**config.mk**
```make
export PLATFORM = sky130hd
export DESIGN_NAME = gedge_back
export DESIGN_NICKNAME = d
export VERILOG_FILES = /design/src/rtl/gedge_pkg.sv /design/src/rtl/gedge_back.sv
export SDC_FILE = /design/constraint.sdc
export NUM_CORES = 1
export LEC_CHECK = 0
export CAP_MARGIN = 20
export CORE_AREA = 2 2 39 41
export DETAILED_ROUTE_END_ITERATION = 7
export DIE_AREA = 0 0 41 43
export DONT_BUFFER_PORTS = 1
export GPL_TIMING_DRIVEN = 0
export PLACE_DENSITY_LB_ADDON = 0.15
export SYNTH_ARGS = -nofsm -noshare
export SYNTH_HDL_FRONTEND = slang
export SYNTH_SLANG_ARGS = --single-unit
```
**constraint.sdc**
```tcl
create_clock -name clk -period 2.4 [get_ports clk]
set_input_delay 0.72 -clock clk [delete_from_list [all_inputs] [get_ports clk]]
set_output_delay 0.72 -clock clk [all_outputs]
set_load 0.03 [all_outputs]
```
**src/rtl/gedge_pkg.sv**
```systemverilog
// shared types and constants for the gradient edge threshold block
package gedge_pkg;

  localparam int PIX_W      = 8;
  localparam int FW_W       = 12;
  localparam int ROW_W      = 16;
  localparam int TH_W       = 8;
  localparam int SQ_W       = 16;
  localparam int MAG_W      = 17;
  localparam int LIM_W      = 18;
  localparam int CFG_IDX_W  = 2;
  localparam int CFG_DATA_W = 16;

  // decoupling queue between front and back
  localparam int QDEPTH = 4;
  localparam int QAW    = 2;
  localparam int QCW    = 3;

  // register indexes on the configuration port
  localparam logic [CFG_IDX_W-1:0] REG_FRAME_WIDTH    = 2'd0;
  localparam logic [CFG_IDX_W-1:0] REG_FRAME_HEIGHT   = 2'd1;
  localparam logic [CFG_IDX_W-1:0] REG_EDGE_THRESHOLD = 2'd2;

  // reset values of the configuration
  localparam logic [FW_W-1:0]  FRAME_WIDTH_RST  = 12'd640;
  localparam logic [ROW_W-1:0] FRAME_HEIGHT_RST = 16'd480;
  localparam int               EDGE_TH_RST      = 32;
  localparam logic [LIM_W-1:0] LIM_RST          = LIM_W'(4 * EDGE_TH_RST * EDGE_TH_RST);

  // output pixel codes for interior pixels
  localparam logic [PIX_W-1:0] PIX_EDGE = 8'd0;
  localparam logic [PIX_W-1:0] PIX_FLAT = 8'd255;

  // one queued job: up to two results caused by one input pixel
  typedef struct packed {
    logic [PIX_W-1:0] res;
    logic [PIX_W-1:0] pix;
    logic             emit_res;
    logic             emit_pix;
  } job_t;

  // a queue slot as seen on push or at the head
  typedef struct packed {
    logic valid;
    job_t job;
  } qslot_t;

  // width that holds both the register value and the line buffer depth
  function automatic int width_bits(input int max_width);
    int b;
    b = $clog2(max_width + 1);
    return (b > FW_W) ? b : FW_W;
  endfunction

endpackage

```
**src/rtl/gedge_back.sv**
```systemverilog
// back: splits jobs into results and holds the output register
module gedge_back (
  input  logic                        clk,
  input  logic                        rst_n,
  input  gedge_pkg::qslot_t           head,
  output logic                        pop,
  output logic                        out_valid,
  input  logic                        out_ready,
  output logic [gedge_pkg::PIX_W-1:0] out_pixel,
  output logic                        out_last
);
  import gedge_pkg::*;

  logic             out_valid_r, out_valid_nxt;
  logic [PIX_W-1:0] out_pixel_r, out_pixel_nxt;
  logic             out_last_r, out_last_nxt;
  logic             pend_valid_r, pend_valid_nxt;
  logic [PIX_W-1:0] pend_pix_r, pend_pix_nxt;
  logic             slot_free;

  assign slot_free = !out_valid_r || out_ready;

  // load the output register from the pending pixel or the queue head
  always_comb begin
    out_valid_nxt  = out_valid_r && !out_ready;
    out_pixel_nxt  = out_pixel_r;
    out_last_nxt   = out_last_r;
    pend_valid_nxt = pend_valid_r;
    pend_pix_nxt   = pend_pix_r;
    pop            = 1'b0;
    if (slot_free) begin
      if (pend_valid_r) begin
        out_valid_nxt  = 1'b1;
        out_pixel_nxt  = pend_pix_r;
        out_last_nxt   = 1'b1;
        pend_valid_nxt = 1'b0;
      end else if (head.valid) begin
        pop           = 1'b1;
        out_valid_nxt = 1'b1;
        if (head.job.emit_res) begin
          out_pixel_nxt  = head.job.res;
          out_last_nxt   = !head.job.emit_pix;
          pend_valid_nxt = head.job.emit_pix;
          pend_pix_nxt   = head.job.pix;
        end else begin
          out_pixel_nxt = head.job.pix;
          out_last_nxt  = 1'b1;
        end
      end
    end
  end

  always_ff @(posedge clk) begin
    if (!rst_n) begin
      out_valid_r  <= 1'b0;
      pend_valid_r <= 1'b0;
    end else begin
      out_valid_r  <= out_valid_nxt;
      pend_valid_r <= pend_valid_nxt;
    end
  end

  always_ff @(posedge clk) begin
    out_pixel_r <= out_pixel_nxt;
    out_last_r  <= out_last_nxt;
    pend_pix_r  <= pend_pix_nxt;
  end

  assign out_valid = out_valid_r;
  assign out_pixel = out_pixel_r;
  assign out_last  = out_last_r;

endmodule

```
==> results.json <==
{
  "crit_chain": "nor2b_2, nor3_2",
  "n_antenna_cell": 0,
  "syn-instance-count": 57,
  "route.detailed.wl_per_inst_um": 17.4,
  "vdd_drop_max_mv": 0.389,
  "finalHoldViolations": 0,
  "finalCriticalPeriod_ns": 2.11,
  "dp_hpwl_um": 940,
  "ys_seq_area_frac": 0.681,
  "fp-row-count": 14,
  "cp.arrival_ns": 1.39,
  "core_region_area_um2": 1380,
  "required_ns": 1.68,
  "ioPinCount": 33,
  "power_density_nw_per_um2": 721,
  "port_buffers": 0,
  "r2r_setup_slack_ns": 0.56,
  "initial_utilization": 0.584,
  "final_cell_mix": "edfxtp_1, mux2i_1, nand2_1",
  "post-cts-setup-buffers": 0,
  "fin_hold_ws_ns": 0.521,
  "grt_pass1_wl_um": 2080,
  "grt_overflow_total": 0,
  "critPathMaxFanout": 5,
  "cts-root-buf": "clkbuf_4",
  "cts_sinks": 19,
  "setup_viol": 0,
  "max_stage_delay_ns": 0.43,
  "slowest_stage": "dfxtp_1",
  "worst_slack_ns": 0.291,
  "worstSetupPathType": "flop to primary output",
  "ys_warn_count": 0,
  "layout-drive-gt1-share": 0.180,
  "grtUsageTotal": 0.184,
  "ys_ff_latch": 19,
  "ys_types": 17,
  "firstDrtPassIters": 2,
  "startpoint": "out_valid$_SDFF_PN0_",
  "ant_nets": 0,
  "vias_per_cell": 5.87,
  "power_w": 0.000621,
  "fmax_ghz": 0.474,
  "place_ws_ns": 0.160,
  "cts_buffer_depth": 2,
  "outcome": "completed",
  "rsz0062_at_grt": "false",
  "avgSynthCellArea_um2": 14.2,
  "drtIter0Drc": 9,
  "hold_class": "input pin to flop",
  "yosysTopAreaCellShare": 0.632,
  "tightest_slew_ns": 0.907,
  "yosys.area.top_type": "edfxtp_1",
  "tritoncts": "yes",
  "timing.rr.start": "out_valid$_SDFF_PN0_",
  "placed_area_um2": 828,
  "grt_antenna_before_repair": 0,
  "cts-buffers-inserted": 3,
  "fin_area_um2": 861,
  "dieHeight_um": 43,
  "worstHoldStart": "head[7]",
  "clk_latency_ns": 0.28,
  "finalWirelength_um": 1340,
  "via_count": 452,
  "cts_resized": 0,
  "max_slew_margin": 0.394,
  "die_area_um2": 1760,
  "clock_skew_ns": 0.000901,
  "crit_path_start_kind": "flop",
  "h-tree-depth": 1,
  "syn2layout_area_growth_pct": 6.50,
  "syn_area_um2": 808,
  "synth.area.top_cells": "edfxtp_1, mux2i_1, dfxtp_1",
  "cap_viol_max_count": 0,
  "post-route-drc-count": 0,
  "fin_nets": 84,
  "die_w_um": 41,
  "slew_violations": 0,
  "crit_path_end_kind": "primary output",
  "grt_pass1_vias": 468,
  "fin_tns_setup_ns": 0,
  "p_leak_nw": 0.305,
  "mostFrequentLayoutCell": "edfxtp_1",
  "clkTransAtPathRegs_ns": 0.10,
  "finalCritPeriodShare": 0.879,
  "place.gp.congestion": 0.644,
  "grt_max_degree": 12,
  "syn-num-nets": 79,
  "cts_hold_buf": 0
}
==> routing by layer <==
layer / wire length [um] / vias up / track usage
li1: - / 222 / -
met1: 545 / 212 / 0.239
met3: 80 / 2 / 0.0471
met2: 693 / 16 / 0.272
met4: 21 / 0 / 0.100
met5: 0 / - / 0
==> cell usage after synthesis (all sizes together) <==
| master | instances |
|---|---|
| edfxtp | 17 |
| mux2i | 8 |
| nand2 | 8 |
| o21ai | 8 |
| buf | 3 |
| dfxtp | 2 |
| nand4b | 2 |
| nor2 | 2 |
| inv | 1 |
| nand3b | 1 |
| nor2b | 1 |
| nor3 | 1 |
| nor4b | 1 |
| o31a | 1 |
| o31ai | 1 |
==> where the power goes <==
| group | switching [W] | leakage, nW | internal [W] |
|---|---|---|---|
| Clock | 0.0000924 | 0.0177 | 0.0000619 |
| Sequential | 0.0000343 | 0.178 | 0.000387 |
| Combinational | 0.0000274 | 0.109 | 0.0000177 |
==> flip-flops by register name, summed over array words and instances (netlist names) <==
signal and flops:
out_valid 1, out_last 1, pend_valid_r 1, out_pixel 8, pend_pix_r 8
==> area by class of cell <==
type                       instances  area (um2)
buffer                             3        21.3
clock buffer                       3        22.5
sequential                        19         551
tap                               16        20.0
inverter                           1        3.75
fill                             106         523
multi-input combinational         34         238
clock inverter                     1        5.00
==> metrics by stage <==
stage	instances	utilization
6_report	77	0.622
5_1_grt	77	0.622
4_1_cts	77	0.618
3_5_place_dp	73	0.599
3_3_place_gp	73	0.599
2_1_floorplan	57	-
==> worst paths after layout <==
| path | to | cells after the start |
|---|---|---|
| hold / removal | pend_pix_r[5]$_DFFE_PP_ | 0 |
| hold reg to reg | out_pixel[6]$_DFFE_PP_ | 2 |
| setup reg to reg | pend_pix_r[1]$_DFFE_PP_ | 2 |
| setup / recovery | pop | 2 |
==> critical path: cells and delay by family, from the launching register on <==
kind	cells	cell delay, ns
and+or+nand+nor	2	0.67
DFF	1	0.43
==> logic make-up after synthesis <==
logic type	Yosys count	synth area share
mux	8	0.0991
flops	19	0.681
compound gates	10	0.0758
simple gates	16	0.113
buf+inv	4	0.0310
Note: power is estimated with default switching activity, not from simulation.
