**config.mk**
```make
export PLATFORM = sky130hd
export DESIGN_NAME = gedge_queue
export DESIGN_NICKNAME = d
export VERILOG_FILES = /design/src/rtl/gedge_pkg.sv /design/src/rtl/gedge_queue.sv
export SDC_FILE = /design/constraint.sdc
export NUM_CORES = 1
export LEC_CHECK = 0
export BUFFER_PORTS_ARGS = -buffer_cell sky130_fd_sc_hd__buf_2
export CAP_MARGIN = 20
export CORE_MARGIN = 2
export CORE_UTILIZATION = 40
export CTS_CLUSTER_DIAMETER = 200
export DETAILED_ROUTE_END_ITERATION = 16
export PLACE_DENSITY_LB_ADDON = 0.25
export REMOVE_ABC_BUFFERS = 1
export SETUP_SLACK_MARGIN = 0.02
export SYNTH_ARGS = -nofsm -noshare
export SYNTH_HDL_FRONTEND = slang
export SYNTH_SLANG_ARGS = --single-unit
```
**constraint.sdc**
```tcl
create_clock -name clk -period 4.8 [get_ports clk]
set_clock_uncertainty 0.2 [all_clocks]
set_input_delay 0.96 -clock clk [delete_from_list [all_inputs] [get_ports clk]]
set_output_delay 0.96 -clock clk [all_outputs]
set_load 0.01 [all_outputs]
```
**src/rtl/gedge_pkg.sv**
```systemverilog
// shared types and constants for the gradient edge threshold block
package gedge_pkg;

  localparam int PIX_W      = 8;
  localparam int FW_W       = 12;
  localparam int ROW_W      = 16;
  localparam int TH_W       = 8;
  localparam int SQ_W       = 16;
  localparam int MAG_W      = 17;
  localparam int LIM_W      = 18;
  localparam int CFG_IDX_W  = 2;
  localparam int CFG_DATA_W = 16;

  // decoupling queue between front and back
  localparam int QDEPTH = 4;
  localparam int QAW    = 2;
  localparam int QCW    = 3;

  // register indexes on the configuration port
  localparam logic [CFG_IDX_W-1:0] REG_FRAME_WIDTH    = 2'd0;
  localparam logic [CFG_IDX_W-1:0] REG_FRAME_HEIGHT   = 2'd1;
  localparam logic [CFG_IDX_W-1:0] REG_EDGE_THRESHOLD = 2'd2;

  // reset values of the configuration
  localparam logic [FW_W-1:0]  FRAME_WIDTH_RST  = 12'd640;
  localparam logic [ROW_W-1:0] FRAME_HEIGHT_RST = 16'd480;
  localparam int               EDGE_TH_RST      = 32;
  localparam logic [LIM_W-1:0] LIM_RST          = LIM_W'(4 * EDGE_TH_RST * EDGE_TH_RST);

  // output pixel codes for interior pixels
  localparam logic [PIX_W-1:0] PIX_EDGE = 8'd0;
  localparam logic [PIX_W-1:0] PIX_FLAT = 8'd255;

  // one queued job: up to two results caused by one input pixel
  typedef struct packed {
    logic [PIX_W-1:0] res;
    logic [PIX_W-1:0] pix;
    logic             emit_res;
    logic             emit_pix;
  } job_t;

  // a queue slot as seen on push or at the head
  typedef struct packed {
    logic valid;
    job_t job;
  } qslot_t;

  // width that holds both the register value and the line buffer depth
  function automatic int width_bits(input int max_width);
    int b;
    b = $clog2(max_width + 1);
    return (b > FW_W) ? b : FW_W;
  endfunction

endpackage

```
**src/rtl/gedge_queue.sv**
```systemverilog
// short job queue between front and back
module gedge_queue (
  input  logic                      clk,
  input  logic                      rst_n,
  input  gedge_pkg::qslot_t         push,
  input  logic                      pop,
  output gedge_pkg::qslot_t         head,
  output logic [gedge_pkg::QCW-1:0] count
);
  import gedge_pkg::*;

  job_t           mem_r [QDEPTH];
  logic [QAW-1:0] wr_ptr_r, rd_ptr_r;
  logic [QCW-1:0] count_r, count_nxt;

  // occupancy update
  always_comb begin
    count_nxt = count_r;
    if (push.valid && !pop) begin
      count_nxt = count_r + QCW'(1);
    end else if (!push.valid && pop) begin
      count_nxt = count_r - QCW'(1);
    end
  end

  always_ff @(posedge clk) begin
    if (!rst_n) begin
      wr_ptr_r <= '0;
      rd_ptr_r <= '0;
      count_r  <= '0;
    end else begin
      if (push.valid) begin
        wr_ptr_r <= wr_ptr_r + QAW'(1);
      end
      if (pop) begin
        rd_ptr_r <= rd_ptr_r + QAW'(1);
      end
      count_r <= count_nxt;
    end
  end

  // job storage
  always_ff @(posedge clk) begin
    if (push.valid) begin
      mem_r[wr_ptr_r] <= push.job;
    end
  end

  assign head.valid = count_r != '0;
  assign head.job   = mem_r[rd_ptr_r];
  assign count      = count_r;

endmodule

```
==> metrics.md <==
| Metric | Value |
|---|---|
| Result of the run | `finished, final reports clean` |
| Area inside the core boundary | `7370 um2` |
| Pre-CTS setup slack | `2.043 ns` |
| Fraction of layout cells with a size suffix above 1 | `35.08%` |
| Instance count of the mapped netlist | `136` |
| Via count of the first global-routing pass | `1449` |
| Post-CTS sizing | `0` |
| Detail-routed net length per standard cell | `16.52 um` |
| Number of buffers added for setup after CTS | `0` |
| Chip Height | `91.72 um` |
| Clock latency reported for the late side of the worst-skew pair | `0.32 ns` |
| Post-Place Cells | `275` |
| Total clock buffers created by CTS | `9` |
| Drt drc | `0` |
| Number of antenna violations at the first check in global routing | `0` |
| Post-synthesis cell type count | `19` |
| Global route total overflow | `0` |
| Leakage power total | `1.266 nW` |
| Maximum clock insertion buffer count | `2` |
| Global placer's final weighted congestion | `0.6726` |
| Area growth from synthesis to layout | `16.50%` |
| Root buf cell | `sky130_fd_sc_hd__clkbuf_8` |
| Highest clock frequency the design can meet | `329.9 MHz` |
| Wire length of the first global-routing pass | `7576 um` |
| Number of hold buffers added after CTS | `0` |
| Type of the worst min-delay path | `reg -> reg` |
| Worst voltage drop across the vdd grid | `0.0002165 V` |
| Number of max-capacitance violations reported | `0` |
| Initial Util | `41.77%` |
| Dpl hpwl | `3083 um` |
| CP arrival | `1.87 ns` |
| YS warnings | `0` |
| Count of input and output buffers | `43` |
| Number of clock sinks | `81` |
| Post-Synthesis Mean Instance Area | `22.63 um2` |
| Maximum number of pins on one net before global-route repair | `19` |
| ANT cells | `0` |
| Post-route non-filler standard cell count | `290` |
| Actual transition at the worst max-transition pin | `0.9889 ns` |
| Final setup viols | `0` |
| Kind of end point of the critical path | `output port` |
| Ports | `44` |
| Final routed wirelength across all metal layers | `4790 um` |
| Final critical delay including setup and external delays | `3.031 ns` |
| Die Area | `8413 um2` |
| Cell Pwr Density | `401.1 nW/um2` |
| DRT Pass-1 Iters | `4` |
| TritonCTS clock tree | `done` |
| Nets | `215` |
| Setup repair after global routing missed its margin | `false` |
| CTS H-tree depth | `3` |
| Die Wd | `91.72 um` |
| Crit share post-route | `63.14%` |
| Data required, critical path | `3.64 ns` |
| Post-route antenna net violation count | `0` |
| Relative max-transition margin | `34.07%` |
| Final hold viol count | `0` |
| Type of the worst setup path | `reg -> out` |
| Critical path launch point type | `register` |
| FP Rows | `31` |
| CP max FO | `14` |
| GRT Overall Usage | `12.24%` |
| Number of DRC markers in iteration 0 | `151` |
| Final worst-path setup slack | `1.769 ns` |
| Clock transition at the registers of the reported paths | `0.07 ns` |
| Proportion of synthesized chip area in sequential cells | `76.10%` |
| Average via count per standard cell | `4.817` |
| Count of final max-slew check failures | `0` |
| Post-Route Setup TNS | `0 ns` |
| Count of state elements after synthesis | `81` |
| Total vias in the final route | `1397` |
| Post-synth design cell area | `3078 um2` |
==> path summary, 6_finish.rpt <==
| path | start | slack [ns] | end | depth (start not counted) |
|---|---|---|---|---|
| setup reg to reg | wr_ptr_r[1] | 2.85 | mem_r[0][11] | 3 |
| hold reg to reg | count[2] | 0.37 | count[2] | 2 |
| hold / removal | count[2] | 0.37 | count[2] | 2 |
| setup / recovery | register | 1.77 | head[7] | 3 |
==> kinds of logic (layout without fill, tap and decap cells) <==
group                      Yosys count  count (layout)  share of synthesized area, %
adders and majority gates            6               6                         2.683
DFF                                 81              81                         76.10
muxes                               20              20                         14.80
xor gates and xnor gates             5               5                         1.423
and+or+nand+nor                     14              14                         2.764
AOI/OAI and AO/OA                    2               2                        0.4064
buffers and inverters                8              63                         1.829
==> registers in the layout, summed over array words and instances (netlist names), named ones only <==
signal / flops
mem_r: 72
count: 3
rd_ptr_r: 2
wr_ptr_r: 2
==> per-layer routing <==
layer | up-vias | routed length (um) | track usage (%)
met2 | 37 | 2418 | 19.91
met4 | 0 | 34 | 3.731
met3 | 4 | 240 | 4.273
met5 | - | 0 | 0
met1 | 703 | 2095 | 15.57
li1 | 653 | - | -
==> where the power goes <==
part,total (mW),switching (mW),leakage (nW),internal [mW]
clock,0.453,0.219,0.0906,0.235
combinational,0.156,0.0762,0.439,0.0798
sequential,0.829,0.0220,0.736,0.807
==> cell type report <==
class                           count  area [um2]
Clock buffer                        9       123.9
Multi-Input combinational cell     47       679.4
Inverter                            4       15.01
Fill cell                         636        3784
Clock inverter                      6       58.81
Tap cell                           99       123.9
Timing Repair Buffer               44       242.7
Sequential cell                    81        2342
==> synth_stat cells <==
cell                       count  area (um2)
sky130_fd_sc_hd__xor2_1        3       26.28
sky130_fd_sc_hd__ha_1          5       62.56
sky130_fd_sc_hd__nor2b_1       2       12.51
sky130_fd_sc_hd__o21ai_0       1       5.000
sky130_fd_sc_hd__mux4_1        8       210.2
sky130_fd_sc_hd__inv_1         4       15.01
sky130_fd_sc_hd__and2_1        9       56.30
sky130_fd_sc_hd__or3_1         2       12.51
sky130_fd_sc_hd__a21boi_0      1       7.510
sky130_fd_sc_hd__fa_1          1       20.02
sky130_fd_sc_hd__xnor2_1       2       17.52
sky130_fd_sc_hd__buf_6         1       11.26
sky130_fd_sc_hd__edfxtp_1     72        2162
sky130_fd_sc_hd__mux4_2       10       225.2
sky130_fd_sc_hd__buf_2         2       10.01
sky130_fd_sc_hd__mux2i_1       2       20.02
sky130_fd_sc_hd__buf_12        1       20.02
sky130_fd_sc_hd__nand2_1       1       3.750
sky130_fd_sc_hd__dfxtp_1       9       180.2
==> through the flow <==
stage | area [um2] | power [mW] | util [%] | hold WS (ns)
after floorplan | 3037 | 0.9307 | - | 0.3159
final | 3586 | 1.438 | 48.66 | 0.3659
after CTS | 3586 | 1.458 | 48.66 | 0.3748
after global placement | 3376 | 0.9912 | 45.81 | 0.2868
after global routing | 3586 | 1.508 | 48.66 | 0.4172
after detailed placement | 3403 | 1.005 | 46.18 | 0.3657
==> worst max-delay path, cell delays in order, from the launching register on <==
cell                      delay [ns]
sky130_fd_sc_hd__dfxtp_1        0.60
sky130_fd_sc_hd__buf_16         0.22
sky130_fd_sc_hd__mux4_1         0.57
sky130_fd_sc_hd__buf_2          0.16
==> placed cells by master (no fill, tap or decap), types with 2 or more instances in the layout <==
cell type                  count
sky130_fd_sc_hd__edfxtp_1     72
sky130_fd_sc_hd__inv_1         4
sky130_fd_sc_hd__xnor2_1       2
sky130_fd_sc_hd__clkbuf_8      9
sky130_fd_sc_hd__ha_1          5
sky130_fd_sc_hd__mux4_2       10
sky130_fd_sc_hd__mux4_1        8
sky130_fd_sc_hd__mux2i_1       2
sky130_fd_sc_hd__or3_1         2
sky130_fd_sc_hd__nor2b_1       2
sky130_fd_sc_hd__xor2_1        3
sky130_fd_sc_hd__and2_1        9
sky130_fd_sc_hd__buf_2        43
sky130_fd_sc_hd__clkinv_1      2
sky130_fd_sc_hd__dfxtp_1       9
Power figures use the tool's default switching activity.
